`src/rtl/core/mwm_pkg.sv`:
```
// Package for the mecanum wheel mixer: widths, command constants and the
// RC byte to signed command mapping. No dependencies.
package mwm_pkg;

  // Field widths
  localparam int BYTE_W  = 8;
  localparam int CMD_W   = 8;   // signed command, -127..127
  localparam int SUM_W   = 10;  // signed wheel sum, -381..381
  localparam int MAG_W   = 9;   // |sum|, 0..381
  localparam int PROD_W  = 17;  // |sum| * max_speed, up to 97155
  localparam int PULSE_W = 8;

  // Number of wheels and divider stages (one quotient bit per stage)
  localparam int NUM_WHEELS = 4;
  localparam int DIV_STAGES = PULSE_W;

  // Wheel slots
  localparam int W_FR = 0;
  localparam int W_FL = 1;
  localparam int W_RR = 2;
  localparam int W_RL = 3;

  // Command constants
  localparam logic [BYTE_W-1:0] DEADBAND_LO = 8'd124;
  localparam logic [BYTE_W-1:0] DEADBAND_HI = 8'd130;
  localparam logic [BYTE_W-1:0] CMD_FULL    = 8'd127;
  localparam logic [BYTE_W-1:0] MAX_SPEED_RST = 8'd255;

  typedef logic signed [CMD_W-1:0] cmd_t;
  typedef logic [MAG_W-1:0]        mag_t;
  typedef logic [PROD_W-1:0]       prod_t;

  // One wheel's partial result inside the divider pipeline
  typedef struct packed {
    prod_t               rem;
    logic [PULSE_W-1:0]  quo;
  } div_lane_t;

  // Deadband, offset and clamp of one RC byte
  function automatic cmd_t byte_to_cmd(input logic [BYTE_W-1:0] b);
    logic [BYTE_W-1:0] v;
    logic signed [BYTE_W+1:0] c;
    begin
      v = b;
      if (b > DEADBAND_LO && b < DEADBAND_HI) begin
        v = CMD_FULL;
      end
      c = $signed({2'b00, v}) - $signed({2'b00, CMD_FULL});
      // only byte 255 overshoots (+128)
      if (c > $signed({2'b00, CMD_FULL})) begin
        c = $signed({2'b00, CMD_FULL});
      end
      byte_to_cmd = c[CMD_W-1:0];
    end
  endfunction

endpackage

```
`src/rtl/core/mecanum_wheel_mixer.sv`:
```
// Mecanum wheel mixer top level: command mapping, wheel sums, scaling and a
// pipelined restoring divider. Depends on mwm_pkg.
// Pipeline: 3 front stages plus 8 divider stages, one quotient bit each; out_valid and
// the results come straight from the last divider register. Throughput: one transaction
// per cycle while busy is low; the receiver cannot stall. Reset: synchronous, active low;
// clears all valid bits, sets max_speed to 255; busy drops in the cycle after reset ends.
module mecanum_wheel_mixer
  import mwm_pkg::*;
(
  input  logic               clk,
  input  logic               rst_n,
  // configuration
  input  logic               cfg_wr_en,
  input  logic [BYTE_W-1:0]  cfg_wr_data,
  // command channel
  input  logic               start,
  output logic               busy,
  input  logic [BYTE_W-1:0]  in_drive_byte,
  input  logic [BYTE_W-1:0]  in_turn_byte,
  input  logic [BYTE_W-1:0]  in_strafe_byte,
  // result channel
  output logic               out_valid,
  output logic [PULSE_W-1:0] out_pulse_front_right,
  output logic [PULSE_W-1:0] out_pulse_front_left,
  output logic [PULSE_W-1:0] out_pulse_rear_right,
  output logic [PULSE_W-1:0] out_pulse_rear_left,
  output logic               out_dir_front_right,
  output logic               out_dir_front_left,
  output logic               out_dir_rear_right,
  output logic               out_dir_rear_left
);

  logic                accept;
  logic                busy_r;
  logic [BYTE_W-1:0]   max_speed_r;

  // stage 1: commands
  logic                v1_r;
  cmd_t                cmd_d_r, cmd_t_r, cmd_s_r;

  // stage 2: magnitudes and directions
  logic signed [SUM_W-1:0] sum_nxt [NUM_WHEELS];
  logic                v2_r;
  mag_t                mag_r [NUM_WHEELS];
  logic [NUM_WHEELS-1:0] dir2_r;

  // stage 3: products and divisor
  mag_t                max01, max23, maxmag;
  mag_t                den_nxt;
  logic                v3_r;
  prod_t               prod_r [NUM_WHEELS];
  mag_t                den3_r;
  logic [NUM_WHEELS-1:0] dir3_r;

  // divider pipeline
  div_lane_t           lane_src [DIV_STAGES][NUM_WHEELS];
  mag_t                den_src  [DIV_STAGES];
  logic [NUM_WHEELS-1:0] dir_src [DIV_STAGES];
  logic                vld_src  [DIV_STAGES];
  div_lane_t           lane_nxt [DIV_STAGES][NUM_WHEELS];
  div_lane_t           lane_r   [DIV_STAGES][NUM_WHEELS];
  mag_t                den_r    [DIV_STAGES];
  logic [NUM_WHEELS-1:0] dir_r  [DIV_STAGES];
  logic                vld_r    [DIV_STAGES];

  assign accept = start && !busy_r;
  assign busy   = busy_r;

  // busy only while in reset
  always_ff @(posedge clk) begin
    busy_r <= !rst_n;
  end

  // configuration register
  always_ff @(posedge clk) begin
    if (!rst_n) begin
      max_speed_r <= MAX_SPEED_RST;
    end else if (cfg_wr_en) begin
      max_speed_r <= cfg_wr_data;
    end
  end

  // valid chain of the front stages
  always_ff @(posedge clk) begin
    if (!rst_n) begin
      v1_r <= 1'b0;
      v2_r <= 1'b0;
      v3_r <= 1'b0;
    end else begin
      v1_r <= accept;
      v2_r <= v1_r;
      v3_r <= v2_r;
    end
  end

  // stage 1: deadband and clamp
  always_ff @(posedge clk) begin
    cmd_d_r <= byte_to_cmd(in_drive_byte);
    cmd_t_r <= byte_to_cmd(in_turn_byte);
    cmd_s_r <= byte_to_cmd(in_strafe_byte);
  end

  // stage 2: wheel sums
  always_comb begin
    sum_nxt[W_FR] = SUM_W'(cmd_d_r) + SUM_W'(cmd_t_r) + SUM_W'(cmd_s_r);
    sum_nxt[W_FL] = SUM_W'(cmd_d_r) - SUM_W'(cmd_t_r) - SUM_W'(cmd_s_r);
    sum_nxt[W_RR] = SUM_W'(cmd_d_r) + SUM_W'(cmd_t_r) - SUM_W'(cmd_s_r);
    sum_nxt[W_RL] = SUM_W'(cmd_d_r) - SUM_W'(cmd_t_r) + SUM_W'(cmd_s_r);
  end

  always_ff @(posedge clk) begin
    for (int w = 0; w < NUM_WHEELS; w++) begin
      mag_r[w] <= sum_nxt[w][SUM_W-1] ? MAG_W'(-sum_nxt[w]) : MAG_W'(sum_nxt[w]);
    end
    // left wheels are mounted mirrored
    dir2_r[W_FR] <= (sum_nxt[W_FR] > 0);
    dir2_r[W_FL] <= !(sum_nxt[W_FL] > 0);
    dir2_r[W_RR] <= (sum_nxt[W_RR] > 0);
    dir2_r[W_RL] <= !(sum_nxt[W_RL] > 0);
  end

  // stage 3: largest magnitude above 127 picks the divisor, else 127 (also at zero max_speed); scale by max_speed
  always_comb begin
    max01   = (mag_r[0] > mag_r[1]) ? mag_r[0] : mag_r[1];
    max23   = (mag_r[2] > mag_r[3]) ? mag_r[2] : mag_r[3];
    maxmag  = (max01 > max23) ? max01 : max23;
    den_nxt = MAG_W'(CMD_FULL);
    if (max_speed_r != '0 && maxmag > MAG_W'(CMD_FULL)) begin
      den_nxt = maxmag;
    end
  end

  always_ff @(posedge clk) begin
    for (int w = 0; w < NUM_WHEELS; w++) begin
      prod_r[w] <= PROD_W'(mag_r[w]) * PROD_W'(max_speed_r);
    end
    den3_r <= den_nxt;
    dir3_r <= dir2_r;
  end

  // divider: stage k decides quotient bit DIV_STAGES-1-k
  for (genvar g = 0; g < DIV_STAGES; g++) begin : g_div
    localparam int SH = DIV_STAGES - 1 - g;
    prod_t trial;

    if (g == 0) begin : g_first
      always_comb begin
        for (int w = 0; w < NUM_WHEELS; w++) begin
          lane_src[g][w].rem = prod_r[w];
          lane_src[g][w].quo = '0;
        end
        den_src[g] = den3_r;
        dir_src[g] = dir3_r;
        vld_src[g] = v3_r;
      end
    end else begin : g_next
      always_comb begin
        for (int w = 0; w < NUM_WHEELS; w++) begin
          lane_src[g][w] = lane_r[g-1][w];
        end
        den_src[g] = den_r[g-1];
        dir_src[g] = dir_r[g-1];
        vld_src[g] = vld_r[g-1];
      end
    end

    assign trial = PROD_W'(den_src[g]) << SH;

    // compare and subtract per wheel
    always_comb begin
      for (int w = 0; w < NUM_WHEELS; w++) begin
        lane_nxt[g][w] = lane_src[g][w];
        if (lane_src[g][w].rem >= trial) begin
          lane_nxt[g][w].rem     = lane_src[g][w].rem - trial;
          lane_nxt[g][w].quo[SH] = 1'b1;
        end
      end
    end

    always_ff @(posedge clk) begin
      if (!rst_n) begin
        vld_r[g] <= 1'b0;
      end else begin
        vld_r[g] <= vld_src[g];
      end
    end

    always_ff @(posedge clk) begin
      for (int w = 0; w < NUM_WHEELS; w++) begin
        lane_r[g][w] <= lane_nxt[g][w];
      end
      den_r[g] <= den_src[g];
      dir_r[g] <= dir_src[g];
    end
  end

  // outputs straight from the last divider stage
  assign out_valid             = vld_r[DIV_STAGES-1];
  assign out_pulse_front_right = lane_r[DIV_STAGES-1][W_FR].quo;
  assign out_pulse_front_left  = lane_r[DIV_STAGES-1][W_FL].quo;
  assign out_pulse_rear_right  = lane_r[DIV_STAGES-1][W_RR].quo;
  assign out_pulse_rear_left   = lane_r[DIV_STAGES-1][W_RL].quo;
  assign out_dir_front_right   = dir_r[DIV_STAGES-1][W_FR];
  assign out_dir_front_left    = dir_r[DIV_STAGES-1][W_FL];
  assign out_dir_rear_right    = dir_r[DIV_STAGES-1][W_RR];
  assign out_dir_rear_left     = dir_r[DIV_STAGES-1][W_RL];

`ifndef SYNTHESIS
  // once out of reset the block always takes a transaction
  a_never_busy: assert property (@(posedge clk) disable iff (!rst_n)
    $past(rst_n) |-> !busy)
    else $error("busy high outside reset");

  // every result traces back to an accepted transaction
  a_result_has_source: assert property (@(posedge clk) disable iff (!rst_n)
    out_valid |-> $past(start && !busy, DIV_STAGES + 3))
    else $error("result without a matching transaction");

  // divisor stays in the range the 8-bit quotient relies on
  a_den_range: assert property (@(posedge clk) disable iff (!rst_n)
    v3_r |-> (den3_r >= MAG_W'(CMD_FULL) && den3_r <= MAG_W'(381)))
    else $error("divisor out of range");

  // the divider leaves the front right remainder below the divisor
  a_rem_below_den: assert property (@(posedge clk) disable iff (!rst_n)
    out_valid |-> (lane_r[DIV_STAGES-1][W_FR].rem < PROD_W'(den_r[DIV_STAGES-1])))
    else $error("divider remainder not reduced");

  // zero speed gives zero pulses
  a_zero_speed: assert property (@(posedge clk) disable iff (!rst_n)
    (out_valid && max_speed_r == '0) |->
      (out_pulse_front_right == '0 && out_pulse_front_left == '0 &&
       out_pulse_rear_right == '0 && out_pulse_rear_left == '0))
    else $error("nonzero pulse at zero speed");
`endif

endmodule
```
`config.mk`:
```
export PLATFORM = sky130hd
export DESIGN_NAME = mecanum_wheel_mixer
export DESIGN_NICKNAME = d
export VERILOG_FILES = /design/src/rtl/core/mwm_pkg.sv /design/src/rtl/core/mecanum_wheel_mixer.sv
export SDC_FILE = /design/constraint.sdc
export NUM_CORES = 2
export LEC_CHECK = 0
export ABC_AREA = 1
export BUFFER_PORTS_ARGS = -buffer_cell sky130_fd_sc_hd__buf_2
export CAP_MARGIN = 20
export CORE_MARGIN = 2
export CORE_UTILIZATION = 32
export DETAILED_ROUTE_END_ITERATION = 8
export PLACE_DENSITY = 0.51
export SLEW_MARGIN = 30
export SYNTH_ARGS = -nofsm -noshare
export SYNTH_HDL_FRONTEND = slang
export SYNTH_SLANG_ARGS = --single-unit
```
`constraint.sdc`:
```
create_clock -name clk -period 4.2 [get_ports clk]
set_input_delay 1.05 -clock clk [delete_from_list [all_inputs] [get_ports clk]]
set_output_delay 1.05 -clock clk [all_outputs]
set_load 0.1 [all_outputs]
```
==> impl_results.md <==
* Status: finished clean
* Antenna-violating nets left at 0
* CTS buffer count at 100
* Clk root buf: clkbuf_16
* DR pass1 iterations at 5
* Layout Nets at 7109
* Initial antenna violation count at 2
* Grt ovf at 0
* Clock Skew at 63.9 ps
* Crit path DAT at 4610 ps
* Wire length per cell at 14.5 um
* Largest family of logic cells by synthesized area: adder cells
* Max cap viols at 0
* CP max stage delay at 550 ps
* Max_slew headroom at 45.2%
* Synth top area cells: dfxtp_1, ha_1, nand2_1
* Post-Syn Nets at 6959
* Dpl hpwl at 101 mm
* Final min period at 4060 ps
* Worst EP required at 4750 ps
* Hold WC Path Type: register to register
* Worst-case clock buffer depth at 3
* FFs w/ async S/R, synth at 0%
* Yosys cell types at 69
* Critical path class: register to register
* Final WS setup at 144 ps
* Fin Hold WS at 296 ps
* Die X at 399 um
* Startpoint types: register
* Post-Synth XOR/XNOR Area at 5.80%
* Synth Area in Adders at 21.3%
* Area share of the largest cell type after synthesis at 34.9%
* Worst-path clk slew at 50 ps
* Gr usage total at 15.5%
* Layout cells sized above 1 at 8.45%
* Number of vias per cell at 4.50
* Crit-path max FO at 8
* # rows at 144
* Syn Area/Cell at 8.06 sq um
* # port buffers at 73
* CTS Sinks at 871
* Area grow syn2layout at 14.5%
* Warnings from Yosys at 0
* Final worst-path cycle share at 96.6%
* Final wirelength at 123 mm
* Initial Util at 32.3%
* Post-synthesis compound-gate area fraction at 10.1%
* CTS H-tree depth at 3
* Setup violators final at 0
* Portion of netlist area occupied by mux cells at 0.0226%
* Hold-fix buffers at CTS at 0
* Slew Viols, Final at 0
* Final Hold Vio Count at 0
* DRC at 0
* Flops & latches, synth at 871
* I/O pins at 74
* RSZ-0062 raised after global routing: yes
* Mapped Cells at 6196
* Die Area at 159000 sq um
* Vias at 38100
* Slew @ Worst Pin at 822 ps
* Clock latency on the worst-skew pair at 720 ps
* Most frequent CP cell: fa_1
* Chip height at 399 um
* Core area at 154000 sq um
* Top_reg_cell synth: dfxtp_1
* Crit end category: register
* Biggest area consumer among synthesized cells: dfxtp_1
* First-pass GRT wire length at 200 mm
* CP Cell Sequence: buf_12, buf_12, nand2_1, fa_1, fa_1, inv_1, fa_1, inv_1, fa_1, inv_1, ha_4, nand2_1, nor3_1, nor2_1, o21ai_1, a31oi_1, xnor2_1
* GPL Wtd Cong at 0.892
* Simple-Gate Fraction of Synth Area at 19.1%
* Max Freq at 0.247 GHz
* Slowest cell on crit path: fa_1
* CTS tree: yes
* Mapped Area at 49900 sq um
* Finished Cell Area at 57100 sq um
* Number of global-route vias before repair at 39000
* DP Area at 53100 sq um
* Largest net degree at the start of global routing at 38
* Initial DRC Count at 1526
* Setup WS pre-CTS at -299 ps
* Sequential share of the synthesized area at 34.9%
* Number of synthesized flops with an enable pin at 0
-- per-layer routing --
| layer | part of all wire (%) | GRT usage, % |
|---|---|---|
| met1 | 42 | 17.2 |
| met2 | 52 | 29.6 |
| met3 | 2.6 | 2.06 |
| met4 | 3.9 | 6.42 |
| met5 | 0 | 0 |
-- kinds of logic after synthesis --
family | after synthesis
and+or+nand+nor | 2259
muxes | 1
xor gates and xnor gates | 328
AOI/OAI and AO/OA | 902
adders and majority gates | 727
buffers and inverters | 1108
DFF | 871
-- state kept, by name, summed over array words and instances, names as in the netlist --
name / flops
cmd_t_r: 8
dir2_r: 4
vld_r: 8
prod_r: 67
busy: 1
v3_r: 1
den_r: 63
dir3_r: 4
max_speed_r: 8
cmd_d_r: 8
mag_r: 35
den3_r: 9
v2_r: 1
v1_r: 1
cmd_s_r: 8
lane_r: 613
dir_r: 32
-- worst max-delay path: cells and delay by family (launching register included) --
| family | cells | cell delay [ps] |
|---|---|---|
| simple gates | 4 | 360 |
| xor+xnor | 1 | 130 |
| buf+inv | 5 | 450 |
| compound gates | 2 | 270 |
| fa+ha+maj | 5 | 2290 |
| flops | 1 | 390 |
-- synth_stat cells (10+ instances only) --
cell	instances
buf_4	39
nor2_2	10
clkbuf_1	57
buf_2	38
xor2_1	185
ha_1	525
buf_1	20
or2_2	42
nand3_1	217
a21oi_1	349
nor3_1	78
a31oi_1	29
o21ai_0	233
nand3b_1	28
nor2_1	324
o21ai_1	126
xnor2_1	140
a21o_1	39
nand4_1	73
o21bai_1	16
inv_1	923
nand2_1	1412
inv_2	24
nor4_1	29
o211ai_1	29
dfxtp_1	871
fa_1	202
-- layout by cell type, fill, tap and decap left out, types with 17 or more instances in the layout --
cell type	n
buf_2	73
inv_2	25
clkbuf_8	18
nand3b_1	28
o21ai_0	211
nand2_1	1408
nand4_1	73
buf_4	117
xnor2_1	140
o21ai_1	145
or2_2	42
fa_1	201
inv_1	922
dfxtp_1	864
a21o_1	39
nor3_1	77
clkbuf_16	102
ha_1	515
a21oi_2	17
nor2_1	322
a31oi_1	27
xor2_1	185
o211ai_1	29
nand3_1	217
nor4_1	28
a21oi_1	340
-- final cells by class --
type / count / area, sq um
Antenna cell: 3 / 7.51
Timing Repair Buffer: 205 / 1540
Multi-Input combinational cell: 4217 / 28300
Tap cell: 2044 / 2560
Inverter: 951 / 3570
Fill cell: 15800 / 97300
Sequential cell: 871 / 17500
Clock inverter: 55 / 881
Clock buffer: 127 / 2780
-- final timing paths --
kind	startpoint	end	slack, ps	cells after the start
hold reg to reg	lane_r[0][62]$_DFF_P_	lane_r[0][162]$_DFF_P_	300	0
setup reg to reg	max_speed_r[4]$_SDFFE_PN1P_	prod_r[1][12]$_DFF_P_	140	17
setup / recovery	max_speed_r[4]$_SDFFE_PN1P_	prod_r[1][12]$_DFF_P_	140	17
hold / removal	lane_r[0][62]$_DFF_P_	lane_r[0][162]$_DFF_P_	300	0
-- through the flow --
step,util (%),cells,TNS [ps]
6_report,37.0,8473,0
5_1_grt,37.0,8473,-90.8
4_1_cts,36.8,8461,-5.59
3_5_place_dp,34.4,8279,-2070
3_3_place_gp,34.4,8279,-1780
2_1_floorplan,-,6196,-4.50
-- repair_timing --
| item | in CTS | in global routing |
|---|---|---|
| gates resized for setup | 8 | 67 |
| cloned | 0 | 2 |
| pin swaps | 0 | 19 |
| setup buffers | 0 | 7 |
| setup endpoints to repair | 23 | 30 |
| hold endpoints to repair | 0 | 0 |
Power is not shown: default switching activity piles up to over one toggle a cycle in this logic, so the estimate is an artifact.
